<file path="config.mk">
export PLATFORM = sky130hd
export DESIGN_NAME = estop_damping_command_scheduler
export DESIGN_NICKNAME = d
export VERILOG_FILES = /design/src/hw/rtl/edcs_pkg.sv /design/src/hw/rtl/edcs_queue.sv /design/src/hw/rtl/edcs_front.sv /design/src/hw/rtl/edcs_back.sv /design/src/hw/rtl/estop_damping_command_scheduler.sv
export VERILOG_INCLUDE_DIRS = /design/src /design/src/hw/rtl
export SDC_FILE = /design/constraint.sdc
export NUM_CORES = 1
export LEC_CHECK = 0
export BUFFER_PORTS_ARGS = -buffer_cell sky130_fd_sc_hd__clkbuf_2
export CORE_ASPECT_RATIO = 1.4
export CORE_MARGIN = 2
export CORE_UTILIZATION = 48
export DETAILED_ROUTE_END_ITERATION = 10
export GPL_ROUTABILITY_DRIVEN = 0
export PLACE_DENSITY = 0.66
export SETUP_SLACK_MARGIN = 0.1
export SLEW_MARGIN = 25
export SYNTH_ARGS = -nofsm -noshare
export SYNTH_HDL_FRONTEND = slang
export SYNTH_SLANG_ARGS = --single-unit
export TNS_END_PERCENT = 1
</file>
<file path="constraint.sdc">
create_clock -name clk -period 7.26 [get_ports clk]
set_clock_uncertainty 0.2 [all_clocks]
set_input_delay 1.815 -clock clk [delete_from_list [all_inputs] [get_ports clk]]
set_output_delay 1.815 -clock clk [all_outputs]
set_load 0.03 [all_outputs]
</file>
<file path="src/hw/rtl/estop_damping_command_scheduler_defines.svh">
// Assertion macros for the e-stop damping command scheduler.
// Included by files that carry concurrent assertions; no other dependency.
`ifndef ESTOP_DAMPING_COMMAND_SCHEDULER_DEFINES_SVH
`define ESTOP_DAMPING_COMMAND_SCHEDULER_DEFINES_SVH

// same-cycle implication
`define EDCS_ASSERT_IMP(label, clk, rst, ante, cons, msg) \
  label: assert property (@(posedge clk) disable iff (rst) (ante) |-> (cons)) \
    else $error(msg);

// next-cycle implication
`define EDCS_ASSERT_NXT(label, clk, rst, ante, cons, msg) \
  label: assert property (@(posedge clk) disable iff (rst) (ante) |=> (cons)) \
    else $error(msg);

`endif

</file>
<file path="src/hw/rtl/edcs_pkg.sv">
// Shared types, constants and helper functions of the e-stop damping scheduler.
// No dependencies.
package edcs_pkg;

  localparam int NUM_CHANNELS = 2;
  localparam int MAX_MOTORS   = 32;
  localparam int TX_SLOTS     = 3;
  localparam int QUEUE_DEPTH  = 4;

  localparam int CFG_AW = 3;
  localparam int CFG_DW = 16;

  localparam logic [28:0] FRAME_ID_BASE = 29'h017F_FF00;
  localparam logic [62:0] FRAME_PAYLOAD = 63'h7FFF_7FFF_0000_6666;

  localparam logic [15:0] RST_DEBOUNCE_MS = 16'd50;
  localparam logic [15:0] RST_RESEND_MS   = 16'd10;
  localparam logic [5:0]  RST_MOTOR_COUNT = 6'd12;

  typedef enum logic [2:0] {
    CFG_RELEASE_DEBOUNCE = 3'd0,
    CFG_RESEND_INTERVAL  = 3'd1,
    CFG_MOTOR_COUNT      = 3'd2,
    CFG_PRESSED_LEVEL    = 3'd3,
    CFG_WIRELESS_PRESENT = 3'd4
  } cfg_reg_t;

  typedef enum logic [2:0] {
    FR_IDLE,
    FR_UPDATE,
    FR_REFILL,
    FR_SCAN,
    FR_FLUSH
  } front_state_t;

  typedef enum logic {
    KIND_STATUS = 1'b0,
    KIND_FRAME  = 1'b1
  } kind_t;

  typedef struct packed {
    logic [15:0] release_debounce_ms;
    logic [15:0] resend_interval_ms;
    logic [5:0]  motor_count;
    logic        pressed_level;
    logic        wireless_present;
  } cfg_t;

  typedef struct packed {
    kind_t      kind;
    logic       channel;
    logic [5:0] dest_id;
    logic       engaged;
    logic       discard_host;
    logic       last;
  } cmd_t;

  // clamp motor count into 1..MAX_MOTORS
  function automatic logic [5:0] eff_count(logic [5:0] n);
    logic [5:0] r;
    r = n;
    if (n == 6'd0) r = 6'd1;
    if (n > 6'(MAX_MOTORS)) r = 6'(MAX_MOTORS);
    return r;
  endfunction

  function automatic logic [5:0] share_per(logic [5:0] n);
    return 6'(n / NUM_CHANNELS);
  endfunction

  function automatic logic [31:0] low_ones(logic [5:0] k);
    logic [32:0] t;
    t = (33'd1 << k) - 33'd1;
    return t[31:0];
  endfunction

  // channel 0 owns ids 1..per, channel 1 owns per+1..n
  function automatic logic [31:0] share_mask(logic ch, logic [5:0] n);
    logic [31:0] lo;
    logic [31:0] hi;
    lo = low_ones(share_per(n));
    hi = low_ones(n);
    return ch ? (hi & ~lo) : lo;
  endfunction

  function automatic logic [1:0] cap_slots(logic [1:0] s);
    return (s > 2'(TX_SLOTS)) ? 2'(TX_SLOTS) : s;
  endfunction

endpackage

</file>
<file path="src/hw/rtl/edcs_queue.sv">
// Short command queue between the front sequencer and the output stage.
// Depends on edcs_pkg (cmd_t, QUEUE_DEPTH).
module edcs_queue (
  input  logic             clk,
  input  logic             rst,
  input  logic             push,
  input  edcs_pkg::cmd_t   push_data,
  output logic             full,
  input  logic             pop,
  output logic             valid,
  output edcs_pkg::cmd_t   pop_data
);

  localparam int AW = $clog2(edcs_pkg::QUEUE_DEPTH);

  edcs_pkg::cmd_t mem [edcs_pkg::QUEUE_DEPTH];
  logic [AW-1:0]  wr_ptr;
  logic [AW-1:0]  rd_ptr;
  logic [AW:0]    count;

  assign full     = (count == (AW+1)'(edcs_pkg::QUEUE_DEPTH));
  assign valid    = (count != '0);
  assign pop_data = mem[rd_ptr];

  always_ff @(posedge clk) begin
    if (push) begin
      mem[wr_ptr] <= push_data;
    end
  end

  always_ff @(posedge clk) begin
    if (rst) begin
      wr_ptr <= '0;
      rd_ptr <= '0;
      count  <= '0;
    end else begin
      if (push) wr_ptr <= wr_ptr + 1'b1;
      if (pop) rd_ptr <= rd_ptr + 1'b1;
      case ({push, pop})
        2'b10:   count <= count + 1'b1;
        2'b01:   count <= count - 1'b1;
        default: count <= count;
      endcase
    end
  end

endmodule

</file>
<file path="src/hw/rtl/edcs_front.sv">
// Front sequencer: takes a tick, updates brake state and pending masks, then
// walks motor ids one per cycle unless the queue is full, and queues status
// and frame commands. Depends on edcs_pkg.
module edcs_front (
  input  logic            clk,
  input  logic            rst,
  input  edcs_pkg::cfg_t  cfg,
  input  logic            in_valid,
  output logic            in_ready,
  input  logic            wired_level,
  input  logic            wireless_level,
  input  logic [31:0]     now_ms,
  input  logic [1:0]      channels_enabled,
  input  logic [1:0]      free_slots_ch0,
  input  logic [1:0]      free_slots_ch1,
  input  logic            q_full,
  output logic            q_push,
  output edcs_pkg::cmd_t  q_data
);

  localparam int NC = edcs_pkg::NUM_CHANNELS;

  edcs_pkg::front_state_t state, state_next;

  logic                   engaged;
  logic                   rel_pend;
  logic [31:0]            rel_start;
  logic [NC-1:0][31:0]    next_refill;
  logic [NC-1:0][31:0]    pending;

  logic                   t_wired;
  logic                   t_wireless;
  logic [31:0]            t_now;
  logic [1:0]             t_en;
  logic [1:0]             t_slots0;
  logic [1:0]             t_slots1;

  logic [NC-1:0][1:0]     slots;
  logic [5:0]             scan_id;
  edcs_pkg::cmd_t         held;

  logic                   accept;
  logic                   pressed;
  logic                   eng_upd;
  logic                   release_due;
  logic [5:0]             n_eff;
  logic [4:0]             id_idx;
  logic                   scan_ch;
  logic                   send;
  logic                   advance;

  assign accept  = in_valid && in_ready;
  assign n_eff   = edcs_pkg::eff_count(cfg.motor_count);
  assign pressed = (t_wired == cfg.pressed_level) ||
                   (cfg.wireless_present && (t_wireless == cfg.pressed_level));
  assign release_due = rel_pend &&
                       ((t_now - rel_start) >= {16'd0, cfg.release_debounce_ms});
  assign eng_upd = pressed || (engaged && !release_due);
  assign id_idx  = 5'(scan_id - 6'd1);
  assign scan_ch = (scan_id > edcs_pkg::share_per(n_eff));
  assign send    = t_en[scan_ch] && pending[scan_ch][id_idx] && (slots[scan_ch] != 2'd0);
  assign advance = !(send && q_full);

  always_comb begin
    state_next = state;
    unique case (state)
      edcs_pkg::FR_IDLE:   if (accept) state_next = edcs_pkg::FR_UPDATE;
      edcs_pkg::FR_UPDATE: state_next = edcs_pkg::FR_REFILL;
      edcs_pkg::FR_REFILL: state_next = engaged ? edcs_pkg::FR_SCAN : edcs_pkg::FR_FLUSH;
      edcs_pkg::FR_SCAN:   if (advance && (scan_id == n_eff)) state_next = edcs_pkg::FR_FLUSH;
      edcs_pkg::FR_FLUSH:  if (!q_full) state_next = edcs_pkg::FR_IDLE;
      default:             state_next = edcs_pkg::FR_IDLE;
    endcase
  end

  always_comb begin
    in_ready = 1'b0;
    q_push   = 1'b0;
    q_data   = held;
    unique case (state)
      edcs_pkg::FR_IDLE: in_ready = 1'b1;
      edcs_pkg::FR_SCAN: q_push = send && !q_full;
      edcs_pkg::FR_FLUSH: begin
        q_push      = !q_full;
        q_data.last = 1'b1;
      end
      default: ;
    endcase
  end

  always_ff @(posedge clk) begin
    if (rst) begin
      state <= edcs_pkg::FR_IDLE;
    end else begin
      state <= state_next;
    end
  end

  // brake state and pending masks
  always_ff @(posedge clk) begin
    if (rst) begin
      engaged     <= 1'b0;
      rel_pend    <= 1'b0;
      rel_start   <= '0;
      next_refill <= '0;
      pending     <= '0;
    end else begin
      unique case (state)
        edcs_pkg::FR_UPDATE: begin
          if (pressed) begin
            rel_pend <= 1'b0;
            if (!engaged) begin
              engaged <= 1'b1;
              for (int c = 0; c < NC; c++) begin
                pending[c]     <= edcs_pkg::share_mask(1'(c), n_eff);
                next_refill[c] <= t_now + {16'd0, cfg.resend_interval_ms};
              end
            end
          end else if (engaged) begin
            if (!rel_pend) begin
              rel_pend  <= 1'b1;
              rel_start <= t_now;
            end else if (release_due) begin
              engaged  <= 1'b0;
              rel_pend <= 1'b0;
              pending  <= '0;
            end
          end
        end
        edcs_pkg::FR_REFILL: begin
          if (engaged && (cfg.resend_interval_ms != 16'd0)) begin
            for (int c = 0; c < NC; c++) begin
              if ((pending[c] == '0) && ((t_now - next_refill[c]) < 32'h8000_0000)) begin
                pending[c]     <= edcs_pkg::share_mask(1'(c), n_eff);
                next_refill[c] <= t_now + {16'd0, cfg.resend_interval_ms};
              end
            end
          end
        end
        edcs_pkg::FR_SCAN: begin
          if (send && !q_full) pending[scan_ch][id_idx] <= 1'b0;
        end
        default: ;
      endcase
    end
  end

  // tick fields, slot budgets, scan counter, held command
  always_ff @(posedge clk) begin
    unique case (state)
      edcs_pkg::FR_IDLE: begin
        if (accept) begin
          t_wired    <= wired_level;
          t_wireless <= wireless_level;
          t_now      <= now_ms;
          t_en       <= channels_enabled;
          t_slots0   <= free_slots_ch0;
          t_slots1   <= free_slots_ch1;
        end
      end
      edcs_pkg::FR_UPDATE: begin
        held.kind         <= edcs_pkg::KIND_STATUS;
        held.channel      <= 1'b0;
        held.dest_id      <= 6'd0;
        held.engaged      <= eng_upd;
        held.discard_host <= eng_upd || engaged;
        held.last         <= 1'b0;
      end
      edcs_pkg::FR_REFILL: begin
        slots[0] <= edcs_pkg::cap_slots(t_slots0);
        slots[1] <= edcs_pkg::cap_slots(t_slots1);
        scan_id  <= 6'd1;
      end
      edcs_pkg::FR_SCAN: begin
        if (send && !q_full) begin
          slots[scan_ch] <= slots[scan_ch] - 2'd1;
          held.kind      <= edcs_pkg::KIND_FRAME;
          held.channel   <= scan_ch;
          held.dest_id   <= scan_id;
        end
        if (advance) scan_id <= scan_id + 6'd1;
      end
      default: ;
    endcase
  end

endmodule

</file>
<file path="src/hw/rtl/edcs_back.sv">
// Back end: pops queued commands and formats them into the registered
// output stream item. Depends on edcs_pkg.
module edcs_back (
  input  logic            clk,
  input  logic            rst,
  input  logic            q_valid,
  input  edcs_pkg::cmd_t  q_data,
  output logic            q_pop,
  output logic            m_axis_tvalid,
  input  logic            m_axis_tready,
  output logic [103:0]    m_axis_tdata,
  output logic            m_axis_tuser,
  output logic            m_axis_tlast
);

  logic is_frame;

  assign q_pop    = q_valid && (!m_axis_tvalid || m_axis_tready);
  assign is_frame = (q_data.kind == edcs_pkg::KIND_FRAME);

  always_ff @(posedge clk) begin
    if (rst) begin
      m_axis_tvalid <= 1'b0;
    end else if (q_pop) begin
      m_axis_tvalid <= 1'b1;
    end else if (m_axis_tready) begin
      m_axis_tvalid <= 1'b0;
    end
  end

  always_ff @(posedge clk) begin
    if (q_pop) begin
      m_axis_tuser <= q_data.kind;
      m_axis_tlast <= q_data.last;
      m_axis_tdata <= {3'b000,
                       q_data.discard_host,
                       q_data.engaged,
                       is_frame ? edcs_pkg::FRAME_PAYLOAD : 63'd0,
                       is_frame ? (edcs_pkg::FRAME_ID_BASE | {23'd0, q_data.dest_id}) : 29'd0,
                       q_data.dest_id,
                       q_data.channel};
    end
  end

endmodule

</file>
<file path="src/hw/rtl/estop_damping_command_scheduler.sv">
// E-stop damping command scheduler, top level. After a tick is accepted the front
// sequencer runs UPDATE, REFILL, SCAN and FLUSH while engaged (SCAN walks the
// N = effective motor count ids, 1..32, one per cycle while the queue is not full)
// and UPDATE, REFILL and FLUSH while released; the next tick is taken in IDLE.
// The status item of a tick reaches the output first; its frames follow.
// Synchronous reset: brake released, masks empty, config registers to their defaults.
`include "estop_damping_command_scheduler_defines.svh"

module estop_damping_command_scheduler (
  input  logic          clk,
  input  logic          rst,
  input  logic          cfg_we,
  input  logic [2:0]    cfg_addr,
  input  logic [15:0]   cfg_wdata,
  input  logic          s_axis_tvalid,
  output logic          s_axis_tready,
  // wired_level, wireless_level, now_ms[31:0], channels_enabled[1:0],
  // free_slots_ch0[1:0], free_slots_ch1[1:0]
  input  logic [39:0]   s_axis_tdata,
  output logic          m_axis_tvalid,
  input  logic          m_axis_tready,
  // channel, dest_id[5:0], ext_can_id[28:0], payload[62:0], engaged,
  // discard_host, 3 pad bits
  output logic [103:0]  m_axis_tdata,
  // kind
  output logic          m_axis_tuser,
  output logic          m_axis_tlast
);

  edcs_pkg::cfg_t  cfg;
  logic            q_push;
  logic            q_full;
  logic            q_pop;
  logic            q_valid;
  edcs_pkg::cmd_t  q_wdata;
  edcs_pkg::cmd_t  q_rdata;
  logic            in_take;
  logic            out_frame;

  assign in_take   = s_axis_tvalid && s_axis_tready;
  assign out_frame = m_axis_tvalid && (m_axis_tuser == edcs_pkg::KIND_FRAME);

  always_ff @(posedge clk) begin
    if (rst) begin
      cfg.release_debounce_ms <= edcs_pkg::RST_DEBOUNCE_MS;
      cfg.resend_interval_ms  <= edcs_pkg::RST_RESEND_MS;
      cfg.motor_count         <= edcs_pkg::RST_MOTOR_COUNT;
      cfg.pressed_level       <= 1'b1;
      cfg.wireless_present    <= 1'b1;
    end else if (cfg_we) begin
      unique case (cfg_addr)
        edcs_pkg::CFG_RELEASE_DEBOUNCE: cfg.release_debounce_ms <= cfg_wdata;
        edcs_pkg::CFG_RESEND_INTERVAL:  cfg.resend_interval_ms  <= cfg_wdata;
        edcs_pkg::CFG_MOTOR_COUNT:      cfg.motor_count         <= cfg_wdata[5:0];
        edcs_pkg::CFG_PRESSED_LEVEL:    cfg.pressed_level       <= cfg_wdata[0];
        edcs_pkg::CFG_WIRELESS_PRESENT: cfg.wireless_present    <= cfg_wdata[0];
        default: ;
      endcase
    end
  end

  edcs_front u_front (
    .clk              (clk),
    .rst              (rst),
    .cfg              (cfg),
    .in_valid         (s_axis_tvalid),
    .in_ready         (s_axis_tready),
    .wired_level      (s_axis_tdata[0]),
    .wireless_level   (s_axis_tdata[1]),
    .now_ms           (s_axis_tdata[33:2]),
    .channels_enabled (s_axis_tdata[35:34]),
    .free_slots_ch0   (s_axis_tdata[37:36]),
    .free_slots_ch1   (s_axis_tdata[39:38]),
    .q_full           (q_full),
    .q_push           (q_push),
    .q_data           (q_wdata)
  );

  edcs_queue u_queue (
    .clk       (clk),
    .rst       (rst),
    .push      (q_push),
    .push_data (q_wdata),
    .full      (q_full),
    .pop       (q_pop),
    .valid     (q_valid),
    .pop_data  (q_rdata)
  );

  edcs_back u_back (
    .clk           (clk),
    .rst           (rst),
    .q_valid       (q_valid),
    .q_data        (q_rdata),
    .q_pop         (q_pop),
    .m_axis_tvalid (m_axis_tvalid),
    .m_axis_tready (m_axis_tready),
    .m_axis_tdata  (m_axis_tdata),
    .m_axis_tuser  (m_axis_tuser),
    .m_axis_tlast  (m_axis_tlast)
  );

  `EDCS_ASSERT_IMP(a_no_push_full, clk, rst, q_push, !q_full, "push into full queue")
  `EDCS_ASSERT_NXT(a_busy_after_tick, clk, rst, in_take, !s_axis_tready, "tick taken while busy")
  `EDCS_ASSERT_IMP(a_frame_engaged, clk, rst, out_frame, m_axis_tdata[99], "frame while released")

endmodule

</file>
==> impl_metrics.yaml <==
sta:
  layout_min_cycle_time_ps: 6120
  setup_tns_ps: 0
  setup_viol: 0
  grt_setup_unrepaired: "false"
  relSlewSlack_pct: 30.6
  max_freq_mhz: 163
  slew_violations: 0
  hold_violations: 0
  period_share_pct: 84.3
  worstMarginPinSlew_ps: 1030
setup_path:
  required_ps: 7520
  cp-start-kind: "flip-flop"
  end_kind: "flip-flop"
  cp_max_fo: 23
  r2r_cells: 20
  worstReg2RegEnd: "u_queue.count[2]$_SDFFE_PP0P_"
  reg2reg_slack_ps: 1140
  worstSetupPathType: "reg2reg"
  arrival_ps: 6380
  r2r-start: "cfg[4]$_SDFFE_PP1P_"
routing:
  drt-vias-per-instance: 6.04
  ant_nets: 0
  routedWlPerCell_um: 20.2
  drtIter0Drc: 1647
  first_pass_iters: 6
  routed_wl_um: 61900
  vias: 18600
  route.detailed.drc: 0
synthesis:
  ys_warn_count: 0
  netlist.top_cell.by_area: "dfxtp_1"
  ys.flop_type: "dfxtp_1"
  synth_area_um2: 21000
  synth_seq_area_share_pct: 37.8
  synth_edf_count: 121
  synth.area.top_cells: "dfxtp_1 (20%), edfxtp_1 (17%), ha_1 (8.5%)"
  ys_ff_latch: 336
  syn_area_per_cell_um2: 8.50
  synth.distinct_cells: 94
  synth_top_area_share_pct: 20.5
  async_reset_ff_share_pct: 0
  netlist_instances: 2473
layout:
  drive_above_1_share_pct: 11.4
  nNetsFinal: 2699
  area_delta_synth_final_pct: 8.18
  antenna_cells: 0
  fin_util_pct: 52.7
  fillers: 4001
place:
  hpwlAfterDp_um: 45300
  port_buffers: 136
worst_hold_path:
  min_from: "u_front.rel_start[17]$_SDFFE_PP0P_"
  min_to: "u_front.rel_start[17]$_SDFFE_PP0P_"
  min_path_cells: 2
  hold_class: "reg2reg"
run:
  cap_viol_max_count: 0
clocking:
  htree_levels: 2
  path_clk_slew_ps: 60
  clockBufferDepth: 3
  ctsHoldBuffers: 0
  clock-root-buffer: "clkbuf_16"
  cts_tree: "yes"
  clkLatencyLatePin_ps: 550
  cts_sinks: 336
  cts_resized: 0
  cts_made_buffers: 37
  cts_setup_buffers: 0
grt:
  track_usage_pct: 26.7
  grt_max_degree: 87
  grt_pass1_vias: 17800
  overflow: 0
  grt_pass1_wl_um: 97100
  antenna_found_initial: 0
pwr:
  leakage_nw: 8.35
  peakVddDrop_mv: 0.190
  power_mw: 5.63
  power_density_nw_per_um2: 248
floorplanning:
  die_w_um: 181
  start_util_pct: 48.7
  ios: 172
  fp.dieArea_um2: 45500
  core-area_um2: 43100
  fp-row-count: 90
  die_y_um: 252
run_status:
  status: "finished, final reports clean"
## cell families (layout without fill, tap and decap cells)
logic type / after synthesis / count (layout) / share of synthesized area, %
XOR/XNOR: 70 / 70 / 2.92
buffers and inverters: 382 / 394 / 8.71
multiplexers: 43 / 43 / 2.84
flip-flops: 336 / 336 / 37.8
AND/OR/NAND/NOR: 814 / 814 / 18.1
adder cells (fa/ha/maj): 145 / 145 / 8.74
other: 2 / 36 / 0.0357
AO/OA/AOI/OAI: 681 / 681 / 20.9
## worst max-delay path, cell delays in order (launching register included)
cell,delay (ps)
dfxtp_1,770
nor2b_1,410
inv_1,140
ha_1,340
nor2b_1,160
o211ai_1,540
nand2_2,420
mux2i_1,220
ha_1,220
a221o_1,290
a2111oi_2,370
nand4_2,270
nand2b_1,250
a21oi_2,320
inv_1,80
ha_1,230
inv_1,70
fa_1,170
xor2_1,80
or3_1,310
a21oi_1,170
## layer usage
layer,track usage (%),wire length (um)
met1,30.3,23600
met3,3.31,3550
met5,0,0
met2,47.4,30600
met4,16.5,4190
## worst max-delay path by stage
stage | start | endpoint | slack, ps | cells after the start
final | cfg[4]$_SDFFE_PP1P_ | u_queue.count[2]$_SDFFE_PP0P_ | 1140 | 20
after floorplan | cfg[5]$_SDFFE_PP1P_ | u_queue.count[2]$_SDFFE_PP0P_ | 1970 | 24
after CTS | cfg[4]$_SDFFE_PP1P_ | u_front.pending[16]$_SDFFE_PP0P_ | 1170 | 15
after global routing | cfg[4]$_SDFFE_PP1P_ | u_queue.count[2]$_SDFFE_PP0P_ | 760 | 20
after global placement | cfg[4]$_SDFFE_PP1P_ | u_front.pending[16]$_SDFFE_PP0P_ | 1400 | 15
after detailed placement | cfg[4]$_SDFFE_PP1P_ | u_front.pending[16]$_SDFFE_PP0P_ | 1190 | 15
## sequential cells by signal, summed over array words and instances, names as in the netlist, 3 cells and up, named ones only
register	cells
u_front.rel_start	32
u_front.scan_id	6
u_front.state	3
u_front.next_refill	64
u_queue.mem	44
u_front.q_data	10
u_front.slots	4
u_back.m_axis_tdata	16
u_front.t_now	32
u_queue.count	3
u_front.pending	64
cfg	40
## report_power, final
group	internal, mW	switching (mW)	leakage (nW)
Clock	1.08	0.806	0.587
Sequential	2.12	0.131	2.87
Combinational	0.482	1.02	4.90
## metrics by stage
stage	hold WS [ps]	cells	setup WS [ps]	cell area [um^2]
floorplan	232	2507	1970	21200
global placement	238	3002	1400	21500
detailed placement	243	3002	1190	21500
CTS	251	3070	1170	22700
global route	266	3071	757	22700
finish	248	3071	1140	22700
## final cells by class
class,instances,area [um^2],share of cell area [%]
multi-input cells,1789,11400,50.2
repair buffers,165,905,3.98
clock buffers,50,1030,4.51
flip-flops and latches,336,7940,34.9
well taps,552,691,3.04
inverters,161,604,2.66
clock inverters,18,171,0.754
## synth_stat cells, drive strengths merged, types with 4 or more instances
library cell  count
a2111oi           9
a211o             7
a211oi           39
a21boi            7
a21o             26
a21oi           219
a22oi             4
a311oi           25
a31o             13
a31oi            29
and2             23
and3             22
and4              5
buf             120
clkbuf          101
dfxtp           215
edfxtp          121
ha              142
inv             160
mux2i            27
mux4             13
nand2           351
nand2b           22
nand3            67
nand3b            5
nand4            37
nor2            145
nor2b            22
nor3             44
nor3b             6
nor4             30
o2111ai           6
o211a             5
o211ai           43
o21a             22
o21ai           170
o21bai            5
o31a              4
o31ai            13
or2              12
or3               8
or4               4
xnor2            40
xor2             30
## cell usage in the layout, fill, tap and decap left out, types with 15 or more instances in the layout
master / instances
o21ai_1: 15
buf_4: 29
a31oi_1: 29
a21oi_1: 213
ha_1: 142
xor2_1: 30
and3_1: 22
nand4_1: 36
nand2_1: 350
nand3_1: 67
and2_1: 21
nor2b_1: 22
edfxtp_1: 121
o211ai_1: 43
nor3_1: 44
a211oi_1: 35
o21ai_0: 154
o21a_1: 22
nor4_1: 29
a21o_1: 26
dfxtp_1: 215
a311oi_1: 16
mux2i_1: 27
nand2b_1: 22
conb_1: 36
clkbuf_2: 135
xnor2_1: 40
inv_1: 159
nor2_1: 143
clkbuf_16: 38
No activity file was read; power rests on OpenSTA's default activity.
